==> src/rtl/command_frame_receiver_unit_assert.svh <==
// Assertion shorthands for the command frame receiver.
// Both forms sample on clk_i and are off while rst_ni is low.
`ifndef COMMAND_FRAME_RECEIVER_UNIT_ASSERT_SVH
`define COMMAND_FRAME_RECEIVER_UNIT_ASSERT_SVH

// Same-cycle implication
`define CFRU_ASSERT_IMP(lbl, ante, cons) \
  lbl: assert property (@(posedge clk_i) disable iff (!rst_ni) (ante) |-> (cons)) \
    else $error("cfru: same-cycle check failed");

// Next-cycle implication
`define CFRU_ASSERT_NXT(lbl, ante, cons) \
  lbl: assert property (@(posedge clk_i) disable iff (!rst_ni) (ante) |=> (cons)) \
    else $error("cfru: next-cycle check failed");

`endif

==> src/rtl/cfru_pkg.sv <==
`timescale 1ns / 1ps

package cfru_pkg;

  // Command table size
  localparam int TABLE_ENTRIES = 16;
  localparam int IDX_W = (TABLE_ENTRIES > 1) ? $clog2(TABLE_ENTRIES) : 1;

  // Field widths
  localparam int BYTE_W  = 8;
  localparam int ENTRY_W = 4;
  localparam int CMP_W   = (IDX_W > ENTRY_W) ? IDX_W : ENTRY_W;

  // Stream data widths (rounded up to whole bytes)
  localparam int S_FIELDS_W = BYTE_W + ENTRY_W + 1 + 3 * BYTE_W;
  localparam int S_TDATA_W  = ((S_FIELDS_W + 7) / 8) * 8;
  localparam int M_FIELDS_W = 4 * BYTE_W + ENTRY_W;
  localparam int M_TDATA_W  = ((M_FIELDS_W + 7) / 8) * 8;

  // Request walking down the cell row
  typedef struct packed {
    logic               valid;
    logic               is_write;
    logic [BYTE_W-1:0]  data;      // received byte
    logic [ENTRY_W-1:0] wr_idx;
    logic               wr_valid;
    logic [BYTE_W-1:0]  wr_id;
    logic [BYTE_W-1:0]  wr_req;
    logic [BYTE_W-1:0]  wr_resp;
    logic [ENTRY_W-1:0] entry;     // entry of the frame in progress
    logic [IDX_W-1:0]   pos;       // index of the cell it enters next
    logic               hit;
    logic [IDX_W-1:0]   hit_idx;
    logic [BYTE_W-1:0]  req;
    logic [BYTE_W-1:0]  resp;
  } tok_t;

endpackage

==> src/rtl/cfru_cell.sv <==
`timescale 1ns / 1ps

// One command table entry. Applies a passing write, takes part in the
// lowest-index-first id search and hands out the response length of the
// frame's entry.
module cfru_cell
  import cfru_pkg::*;
(
  input  logic clk_i,
  input  logic rst_ni,
  input  tok_t tok_i,
  output tok_t tok_o
);

  logic              valid_q;
  logic [BYTE_W-1:0] id_q;
  logic [BYTE_W-1:0] req_q;
  logic [BYTE_W-1:0] resp_q;
  tok_t              tok_q;
  tok_t              tok_d;
  logic              wr_sel;
  logic              rd_sel;
  logic              match;

  // Decode against this cell's position
  assign wr_sel = tok_i.valid && tok_i.is_write &&
                  (CMP_W'(tok_i.wr_idx) == CMP_W'(tok_i.pos));
  assign rd_sel = tok_i.valid && (CMP_W'(tok_i.entry) == CMP_W'(tok_i.pos));
  assign match  = tok_i.valid && !tok_i.is_write && !tok_i.hit &&
                  valid_q && (id_q == tok_i.data);

  // Update the request for the next cell
  always_comb begin
    tok_d     = tok_i;
    tok_d.pos = tok_i.pos + IDX_W'(1);
    if (match) begin
      tok_d.hit     = 1'b1;
      tok_d.hit_idx = tok_i.pos;
      tok_d.req     = req_q;
    end
    if (rd_sel) begin
      tok_d.resp = resp_q;
    end
  end

  // Valid bit and hand-off register
  always_ff @(posedge clk_i or negedge rst_ni) begin
    if (!rst_ni) begin
      valid_q <= 1'b0;
      tok_q   <= '0;
    end else begin
      tok_q <= tok_d;
      if (wr_sel) begin
        valid_q <= tok_i.wr_valid;
      end
    end
  end

  // Entry contents
  always_ff @(posedge clk_i) begin
    if (wr_sel) begin
      id_q   <= tok_i.wr_id;
      req_q  <= tok_i.wr_req;
      resp_q <= tok_i.wr_resp;
    end
  end

  assign tok_o = tok_q;

endmodule

==> src/rtl/command_frame_receiver_unit.sv <==
`timescale 1ns / 1ps

// Command frame receiver: takes link bytes and table writes on the slave stream and
// gives one result per request on the master stream. Frames are start byte, command
// id, request payload, end byte; the id is looked up in a table of TABLE_ENTRIES
// entries, one per cell in a row of cells that each request walks from entry 0 up,
// one cell per cycle. One request is in work at a time; after the row it waits in a
// landing slot and then in the output register, and the next request is taken while a
// result still waits on the master side. The user must write start and end byte values
// on the cfg port only while the block is idle; the block itself does not enforce it.
`include "command_frame_receiver_unit_assert.svh"

module command_frame_receiver_unit
  import cfru_pkg::*;
(
  input  logic                 clk_i,
  input  logic                 rst_ni,
  // Configuration writes
  input  logic                 cfg_we_i,
  input  logic                 cfg_addr_i,
  input  logic [BYTE_W-1:0]    cfg_wdata_i,
  // Slave stream
  input  logic                 s_axis_tvalid,
  output logic                 s_axis_tready,
  // [7:0] rx_byte, [11:8] entry_index, [12] entry_valid, [20:13] entry_id,
  // [28:21] entry_request_length, [36:29] entry_response_length
  input  logic [S_TDATA_W-1:0] s_axis_tdata,
  input  logic                 s_axis_tuser,   // [0] command
  // Master stream
  output logic                 m_axis_tvalid,
  input  logic                 m_axis_tready,
  // [7:0] payload_byte, [15:8] payload_index, [23:16] frame_command_id,
  // [27:24] matched_entry, [35:28] response_length
  output logic [M_TDATA_W-1:0] m_axis_tdata,
  output logic [2:0]           m_axis_tuser,   // [2:0] event_res
  output logic                 m_axis_tlast    // last_payload
);

  typedef enum logic [1:0] {
    PH_WAIT,
    PH_CMD,
    PH_DATA,
    PH_END
  } phase_e;

  typedef enum logic [2:0] {
    EV_NONE,
    EV_START,
    EV_ACCEPT,
    EV_UNKNOWN,
    EV_PAYLOAD,
    EV_DONE,
    EV_BADEND,
    EV_WRITTEN
  } ev_e;

  localparam logic CFG_START = 1'b0;
  localparam logic CFG_END   = 1'b1;

  logic [BYTE_W-1:0]  start_q;
  logic [BYTE_W-1:0]  end_q;
  phase_e             phase_q;
  phase_e             phase_d;
  logic [ENTRY_W-1:0] cur_entry_q;
  logic [ENTRY_W-1:0] cur_entry_d;
  logic [BYTE_W-1:0]  cur_id_q;
  logic [BYTE_W-1:0]  cur_id_d;
  logic [BYTE_W-1:0]  taken_q;
  logic [BYTE_W-1:0]  taken_d;
  logic [BYTE_W-1:0]  expected_q;
  logic [BYTE_W-1:0]  expected_d;
  logic               busy_q;
  tok_t               land_q;

  logic               out_valid_q;
  ev_e                out_ev_q;
  logic [BYTE_W-1:0]  out_byte_q;
  logic [BYTE_W-1:0]  out_index_q;
  logic [BYTE_W-1:0]  out_id_q;
  logic [ENTRY_W-1:0] out_entry_q;
  logic [BYTE_W-1:0]  out_resp_q;
  logic               out_last_q;

  ev_e                res_ev;
  logic [BYTE_W-1:0]  res_byte;
  logic [BYTE_W-1:0]  res_index;
  logic [BYTE_W-1:0]  res_id;
  logic [ENTRY_W-1:0] res_entry;
  logic [BYTE_W-1:0]  res_resp;
  logic               res_last;
  logic [BYTE_W-1:0]  taken_inc;

  logic                     accept;
  logic                     commit;
  tok_t                     chain_tok [TABLE_ENTRIES:0];
  logic [TABLE_ENTRIES-1:0] chain_vld;

  assign s_axis_tready = !busy_q;
  assign accept        = s_axis_tvalid && s_axis_tready;
  assign commit        = land_q.valid && (!out_valid_q || m_axis_tready);

  // Request entering the cell row
  always_comb begin
    chain_tok[0]          = '0;
    chain_tok[0].valid    = accept;
    chain_tok[0].is_write = s_axis_tuser;
    chain_tok[0].data     = s_axis_tdata[7:0];
    chain_tok[0].wr_idx   = s_axis_tdata[11:8];
    chain_tok[0].wr_valid = s_axis_tdata[12];
    chain_tok[0].wr_id    = s_axis_tdata[20:13];
    chain_tok[0].wr_req   = s_axis_tdata[28:21];
    chain_tok[0].wr_resp  = s_axis_tdata[36:29];
    chain_tok[0].entry    = cur_entry_q;
  end

  // Row of table cells
  for (genvar g = 0; g < TABLE_ENTRIES; g++) begin : g_cell
    cfru_cell u_cell (
      .clk_i  (clk_i),
      .rst_ni (rst_ni),
      .tok_i  (chain_tok[g]),
      .tok_o  (chain_tok[g+1])
    );
    assign chain_vld[g] = chain_tok[g+1].valid;
  end

  // Result and next frame state from the request that left the row
  always_comb begin
    phase_d     = phase_q;
    cur_entry_d = cur_entry_q;
    cur_id_d    = cur_id_q;
    taken_d     = taken_q;
    expected_d  = expected_q;
    res_ev      = EV_NONE;
    res_byte    = '0;
    res_index   = '0;
    res_id      = '0;
    res_entry   = '0;
    res_resp    = '0;
    res_last    = 1'b0;
    taken_inc   = taken_q + BYTE_W'(1);
    if (land_q.is_write) begin
      if (32'(land_q.wr_idx) < TABLE_ENTRIES) begin
        res_ev    = EV_WRITTEN;
        res_entry = land_q.wr_idx;
      end
    end else begin
      case (phase_q)
        PH_WAIT: begin
          if (land_q.data == start_q) begin
            phase_d = PH_CMD;
            res_ev  = EV_START;
          end
        end
        PH_CMD: begin
          if (land_q.hit) begin
            cur_entry_d = ENTRY_W'(land_q.hit_idx);
            cur_id_d    = land_q.data;
            taken_d     = '0;
            expected_d  = land_q.req;
            phase_d     = (land_q.req == '0) ? PH_END : PH_DATA;
            res_ev      = EV_ACCEPT;
            res_id      = land_q.data;
            res_entry   = ENTRY_W'(land_q.hit_idx);
          end else begin
            phase_d = PH_WAIT;
            res_ev  = EV_UNKNOWN;
            res_id  = land_q.data;
          end
        end
        PH_DATA: begin
          res_ev    = EV_PAYLOAD;
          res_byte  = land_q.data;
          res_index = taken_q;
          res_id    = cur_id_q;
          res_entry = cur_entry_q;
          taken_d   = taken_inc;
          if (taken_inc == expected_q) begin
            res_last = 1'b1;
            phase_d  = PH_END;
          end
        end
        PH_END: begin
          res_id    = cur_id_q;
          res_entry = cur_entry_q;
          if (land_q.data == end_q) begin
            res_ev   = EV_DONE;
            res_resp = land_q.resp;
          end else begin
            res_ev = EV_BADEND;
          end
          phase_d = PH_WAIT;
        end
        default: begin
          phase_d = PH_WAIT;
        end
      endcase
    end
  end

  // Frame state, landing slot and output register
  always_ff @(posedge clk_i or negedge rst_ni) begin
    if (!rst_ni) begin
      start_q     <= '0;
      end_q       <= '0;
      phase_q     <= PH_WAIT;
      cur_entry_q <= '0;
      cur_id_q    <= '0;
      taken_q     <= '0;
      expected_q  <= '0;
      busy_q      <= 1'b0;
      land_q      <= '0;
      out_valid_q <= 1'b0;
      out_ev_q    <= EV_NONE;
      out_byte_q  <= '0;
      out_index_q <= '0;
      out_id_q    <= '0;
      out_entry_q <= '0;
      out_resp_q  <= '0;
      out_last_q  <= 1'b0;
    end else begin
      if (cfg_we_i) begin
        case (cfg_addr_i)
          CFG_START: start_q <= cfg_wdata_i;
          CFG_END:   end_q   <= cfg_wdata_i;
          default:   ;
        endcase
      end
      if (accept) begin
        busy_q <= 1'b1;
      end
      if (chain_tok[TABLE_ENTRIES].valid) begin
        land_q <= chain_tok[TABLE_ENTRIES];
      end else if (commit) begin
        land_q.valid <= 1'b0;
      end
      if (commit) begin
        phase_q     <= phase_d;
        cur_entry_q <= cur_entry_d;
        cur_id_q    <= cur_id_d;
        taken_q     <= taken_d;
        expected_q  <= expected_d;
        busy_q      <= 1'b0;
        out_valid_q <= 1'b1;
        out_ev_q    <= res_ev;
        out_byte_q  <= res_byte;
        out_index_q <= res_index;
        out_id_q    <= res_id;
        out_entry_q <= res_entry;
        out_resp_q  <= res_resp;
        out_last_q  <= res_last;
      end else if (m_axis_tready) begin
        out_valid_q <= 1'b0;
      end
    end
  end

  assign m_axis_tvalid = out_valid_q;
  assign m_axis_tuser  = out_ev_q;
  assign m_axis_tlast  = out_last_q;
  assign m_axis_tdata  = {(M_TDATA_W - M_FIELDS_W)'(0), out_resp_q, out_entry_q,
                          out_id_q, out_index_q, out_byte_q};

  // A request leaving the row always belongs to the open item
  `CFRU_ASSERT_IMP(a_exit_busy, chain_tok[TABLE_ENTRIES].valid, busy_q && !land_q.valid)
  // Never more than one request in work
  `CFRU_ASSERT_IMP(a_one_req, 1'b1, $countones({land_q.valid, chain_vld}) <= 1)
  // Payload bytes keep the frame in its payload or end phase
  `CFRU_ASSERT_NXT(a_payload_phase, commit && res_ev == EV_PAYLOAD, phase_q == PH_DATA || phase_q == PH_END)
  // Frame close or rejection returns to waiting
  `CFRU_ASSERT_NXT(a_close_wait, commit && (res_ev == EV_DONE || res_ev == EV_BADEND || res_ev == EV_UNKNOWN), phase_q == PH_WAIT)
  // Last-byte flag only rides on payload results
  `CFRU_ASSERT_IMP(a_last_payload, m_axis_tvalid && m_axis_tlast, m_axis_tuser == EV_PAYLOAD)

endmodule

==> config.mk <==
export PLATFORM = sky130hd
export DESIGN_NAME = command_frame_receiver_unit
export DESIGN_NICKNAME = d
export VERILOG_FILES = /design/src/rtl/cfru_pkg.sv /design/src/rtl/cfru_cell.sv /design/src/rtl/command_frame_receiver_unit.sv
export VERILOG_INCLUDE_DIRS = /design/src /design/src/rtl
export SDC_FILE = /design/constraint.sdc
export NUM_CORES = 1
export LEC_CHECK = 0
export BUFFER_PORTS_ARGS = -buffer_cell sky130_fd_sc_hd__buf_2
export CORE_MARGIN = 4
export CORE_UTILIZATION = 40
export CTS_BUF_LIST = sky130_fd_sc_hd__clkbuf_8
export DETAILED_ROUTE_END_ITERATION = 6
export GPL_TIMING_DRIVEN = 0
export SLEW_MARGIN = 25
export SYNTH_ARGS = -nofsm -noshare
export SYNTH_HDL_FRONTEND = slang
export SYNTH_HIERARCHICAL = 1
export SYNTH_SLANG_ARGS = --single-unit
==> constraint.sdc <==
create_clock -name clk_i -period 5.9 [get_ports clk_i]
set_input_delay 0.295 -clock clk_i [delete_from_list [all_inputs] [get_ports clk_i]]
set_output_delay 0.295 -clock clk_i [all_outputs]
set_load 0.01 [all_outputs]
* Yosys cells after proc, flatten, opt, wreduce, memory -nomap -nowiden
Cells that the tools add are included.
** Storage, ports and cells
- Logic and storage cells :: 604
- Input port bits :: 55
- Output and inout bits :: 46
- Register bits after elaboration :: 1575
** Cells by class
- Multiplexer cells :: 65
- Equality and inequality tests :: 55
- Reduce and logical (&&, ||, !) cells :: 161
- Add/subtract/negate cells :: 15
- Bitwise gates (word level) :: 2
** Operators with widths (count)
- $mux 13 :: 16
- $mux 8 :: 25
- $eq 8x8->1 :: 19
- $logic_and 1x1->1 :: 113
- $eq 4x4->1 :: 28
- $add 4x1->4 const B :: 13
- $logic_not 1->1 :: 33
- $pmux 8 s2 :: 2
- $mux 1 :: 12
- $pmux 3 s4 :: 1
- $reduce_and 4->1 :: 3
- $add 8x1->8 const B :: 1
- $eq 4x1->1 :: 2
- $logic_not 4->1 :: 2
- $logic_not 8->1 :: 1
- $mux 2 :: 4
- $mux 4 :: 2
- $pmux 2 s4 :: 1
- $pmux 4 s2 :: 1
- $reduce_bool 2->1 :: 4
- $ne 2x2->1 const B :: 3
- $eq 2x2->1 const B :: 2
- $reduce_and 2->1 :: 2
- $mux 3 :: 1
- other kinds (6) :: 7

* Depth between registers and ports, before layout
- Depth in word-level cells :: 6
- Mapped depth :: 7
- Gate-level depth less buffers :: 6

* By module
The synthesis kept the hierarchy.
** By module, submodules not included
- cfru_cell :: instances 16, sequential area each 2447.3 um2, cells an instance 150, area each 2971.6 um2
- command_frame_receiver_unit :: instances 1, sequential area each 3078.0 um2, cells an instance 416, area each 5243.8 um2

* Worst setup path before layout
OpenSTA, ideal clock, no wires.
- Kind :: flip-flop to flip-flop
- Start point :: register busy_q
- End point :: register g_cell[0].u_cell.valid_q
- Arrival time :: 2.896 ns
- Setup slack :: 2.879 ns
- Library setup time :: 0.125 ns
- Required time :: 5.775 ns
- Stages on the path, launching flop included :: 5
- Cells stage by stage :: dfrtp_1 > nor2b_1 > o2111ai_1 > nor3_1 > mux2_2
** On the way
- Cells in the longest elaborated chain, start to end :: 4
** RTL lines
- from (decl) :: line command_frame_receiver_unit.sv:72 : logic busy_q;
- from (signal assigned) :: line command_frame_receiver_unit.sv:211 : busy_q <= 1'b0;
- from (signal assigned) :: line command_frame_receiver_unit.sv:230 : busy_q <= 1'b1;
- from (signal assigned) :: line command_frame_receiver_unit.sv:243 : busy_q <= 1'b0;
- $logic_not 1->1 :: line command_frame_receiver_unit.sv:98 : assign s_axis_tready = !busy_q;
- $logic_and 1x1->1 :: line command_frame_receiver_unit.sv:99 : assign accept = s_axis_tvalid && s_axis_tready;
- via accept :: line command_frame_receiver_unit.sv:93 : logic accept;
- $logic_and 1x1->1 (2 in a row) :: line cfru_cell.sv:26 : assign wr_sel = tok_i.valid && tok_i.is_write &&
- via g_cell[0].u_cell.wr_sel :: line cfru_cell.sv:21 : logic wr_sel;
- to (signal assigned) :: line cfru_cell.sv:54 : valid_q <= tok_i.wr_valid;
- to (decl) :: line cfru_cell.sv:15 : logic valid_q;
The timed path passes the listed nets, and every way through them passes these cells.
A chain may end at the register's enable or synchronous reset.

==> metrics.txt <==
fin util 0.4757; Cells on Worst Hold Path 2; critical path's slowest cell dlygate4sd3_1; Leak 0.02557 uW; Worst Hold Path EP g_cell[0].u_cell/tok_o[37]; Total Wirelength 80160 um; Wirelength per Cell 15.36 um; Final ANT Viol Nets 0; Final Hold Viols 0; setup violators final 0; die area 135600 um2; Setup TNS 0 ns; Data arrival, critical path 4.11 ns; Avg Vias per Cell 4.256; grt total ovfl 0; clock skew 0.04224 ns; Register-to-Register Setup Slack 3.29 ns; slack of the critical path 2.729 ns; Yosys warnings 6; most frequent cells in the layout dfrtp_1 (1194), mux2_2 (407), edfxtp_1 (384); initial antenna violation count 3; Worst setup EP type async pin; clock buffer depth 3; Post-CTS Setup Inserts 0; Max-cap violations 0; PwrDens 362.5 nW/um2; critical path type input pin to async pin; Worst Reg-to-Reg Cells 5; detailed placement HPWL 53100 um; Clock transition at path regs 0.06 ns; area grow syn2layout 17.43%; pre-CTS WS 2.457 ns; Slew @ Worst Pin 0.8199 ns; pin count of the biggest net entering global routing 129; RR Endpoint g_cell[0].u_cell/resp_q[3]; Hold/Removal Path Class input pin to flip-flop; Die Height 368.3 um; number of gates resized after CTS 0; # H-tree levels 4; first-pass GRT wire length 135100 um; RSZ-0062 raised after global routing no; GPL Wtd Cong 0.7469; CP most frequent cell buf_16; Tmin final 3.171 ns; Slew HR 0.4493; WP data required 6.84 ns; status complete, no violations; Total Power 22110 uW; Final Max Tran Viols 0; clk_lat worst skew 0.87 ns; Worst Setup Start Kind input pin; Max Freq 0.3154 GHz; Mapped Cells 2778; worst-path cell chain dlygate4sd3_1 -> dlygate4sd3_1 -> buf_12 -> buf_16 -> buf_16 -> buf_16 -> buf_16 -> buf_16; ratio of cells with drive above 1 in the final layout 0.2755; Max stage delay on crit path 0.60 ns; Site Rows 131; core area 128200 um2; GRT Total Usage 0.1235; CTS tree yes; sinks on the clock net 1578; Starting Density 0.4051; Min-Delay Startpoint s_axis_tdata[21]; fin crit share 0.5374; Post-CTS Hold Buffers 93; RR Startpoint busy_q; mapped cell area 51920 um2; CTS root buf clkbuf_8; CP Launch Point rst_ni; Die W 368.3 um; vias 22210; commonest non-fill, non-tap cell in the layout dfrtp_1; DRT Pass-1 Iters 4; Critical Path Fanout Max 128; peak supply drop 249.5 uV; fin nets 3355; I/O Buffers 93; drt drc 0; CTS Buf Count 226; average size of a mapped cell 18.69 um2; Iter 0 DRT Violations 970; io pins 101; vias in the first global route 25140
[power breakdown]
| group | total (uW) | internal (uW) | leakage (uW) | switching [uW] |
|---|---|---|---|---|
| clock | 8390 | 4480 | 0.00275 | 3910 |
| sequential | 12400 | 11900 | 0.0177 | 558 |
| combinational | 1280 | 662 | 0.00511 | 615 |
| total | 22100 | 17000 | 0.0256 | 5090 |
[worst max path at each step]
stage | endpoint | cells after the start
2_1_floorplan | g_cell[0].u_cell/valid_q | 4
3_3_place_gp | g_cell[0].u_cell/tok_o[16] | 1
3_5_place_dp | g_cell[0].u_cell/tok_o[22] | 6
4_1_cts | g_cell[4].u_cell/tok_o[27] | 8
5_1_grt | g_cell[0].u_cell/tok_o[26] | 8
6_report | g_cell[0].u_cell/tok_o[53] | 8
[per-layer routing]
metal,GRT usage,routed length (um)
met5,0,0
met4,0.04599,1810
met3,0.02753,2923
met2,0.2165,41920
met1,0.1496,33500
[state kept, by name, summed over array words and instances (netlist names), 8 cells and up, named ones only]
signal                 flops
out_id_q                   8
start_q                    8
out_byte_q                 8
land_q                    35
expected_q                 8
g_cell.u_cell/valid_q     16
out_resp_q                 8
g_cell.u_cell/resp_q     128
g_cell.u_cell/req_q      128
end_q                      8
g_cell.u_cell/tok_o     1055
g_cell.u_cell/id_q       128
out_index_q                8
taken_q                    8
cur_id_q                   8
[through the flow]
stage               instance area [um2]  hold slack, ns  std cells
finish                            60970          0.1322       5219
global route                      60960         0.05974       5215
CTS                               60960        0.002930       5214
detailed placement                55370          0.2307       4692
global placement                  54730          0.3550       4647
floorplan                         52100      -0.0005911       2825
[layout make-up]
cell class	instances	area [um2]
inverters	66	247.7
multi-input cells	1139	10220
diodes	5	12.51
fillers	10940	67200
well taps	1729	2163
flip-flops and latches	1578	41410
clock inverters	145	739.5
repair buffers	231	1967
plain buffers	42	302.8
clock buffers	284	3909
[critical path, delay by kind of cell]
family / cells / cell delay, ns
buf+inv: 8 / 3.44
(Power assumes the default switching activity.)
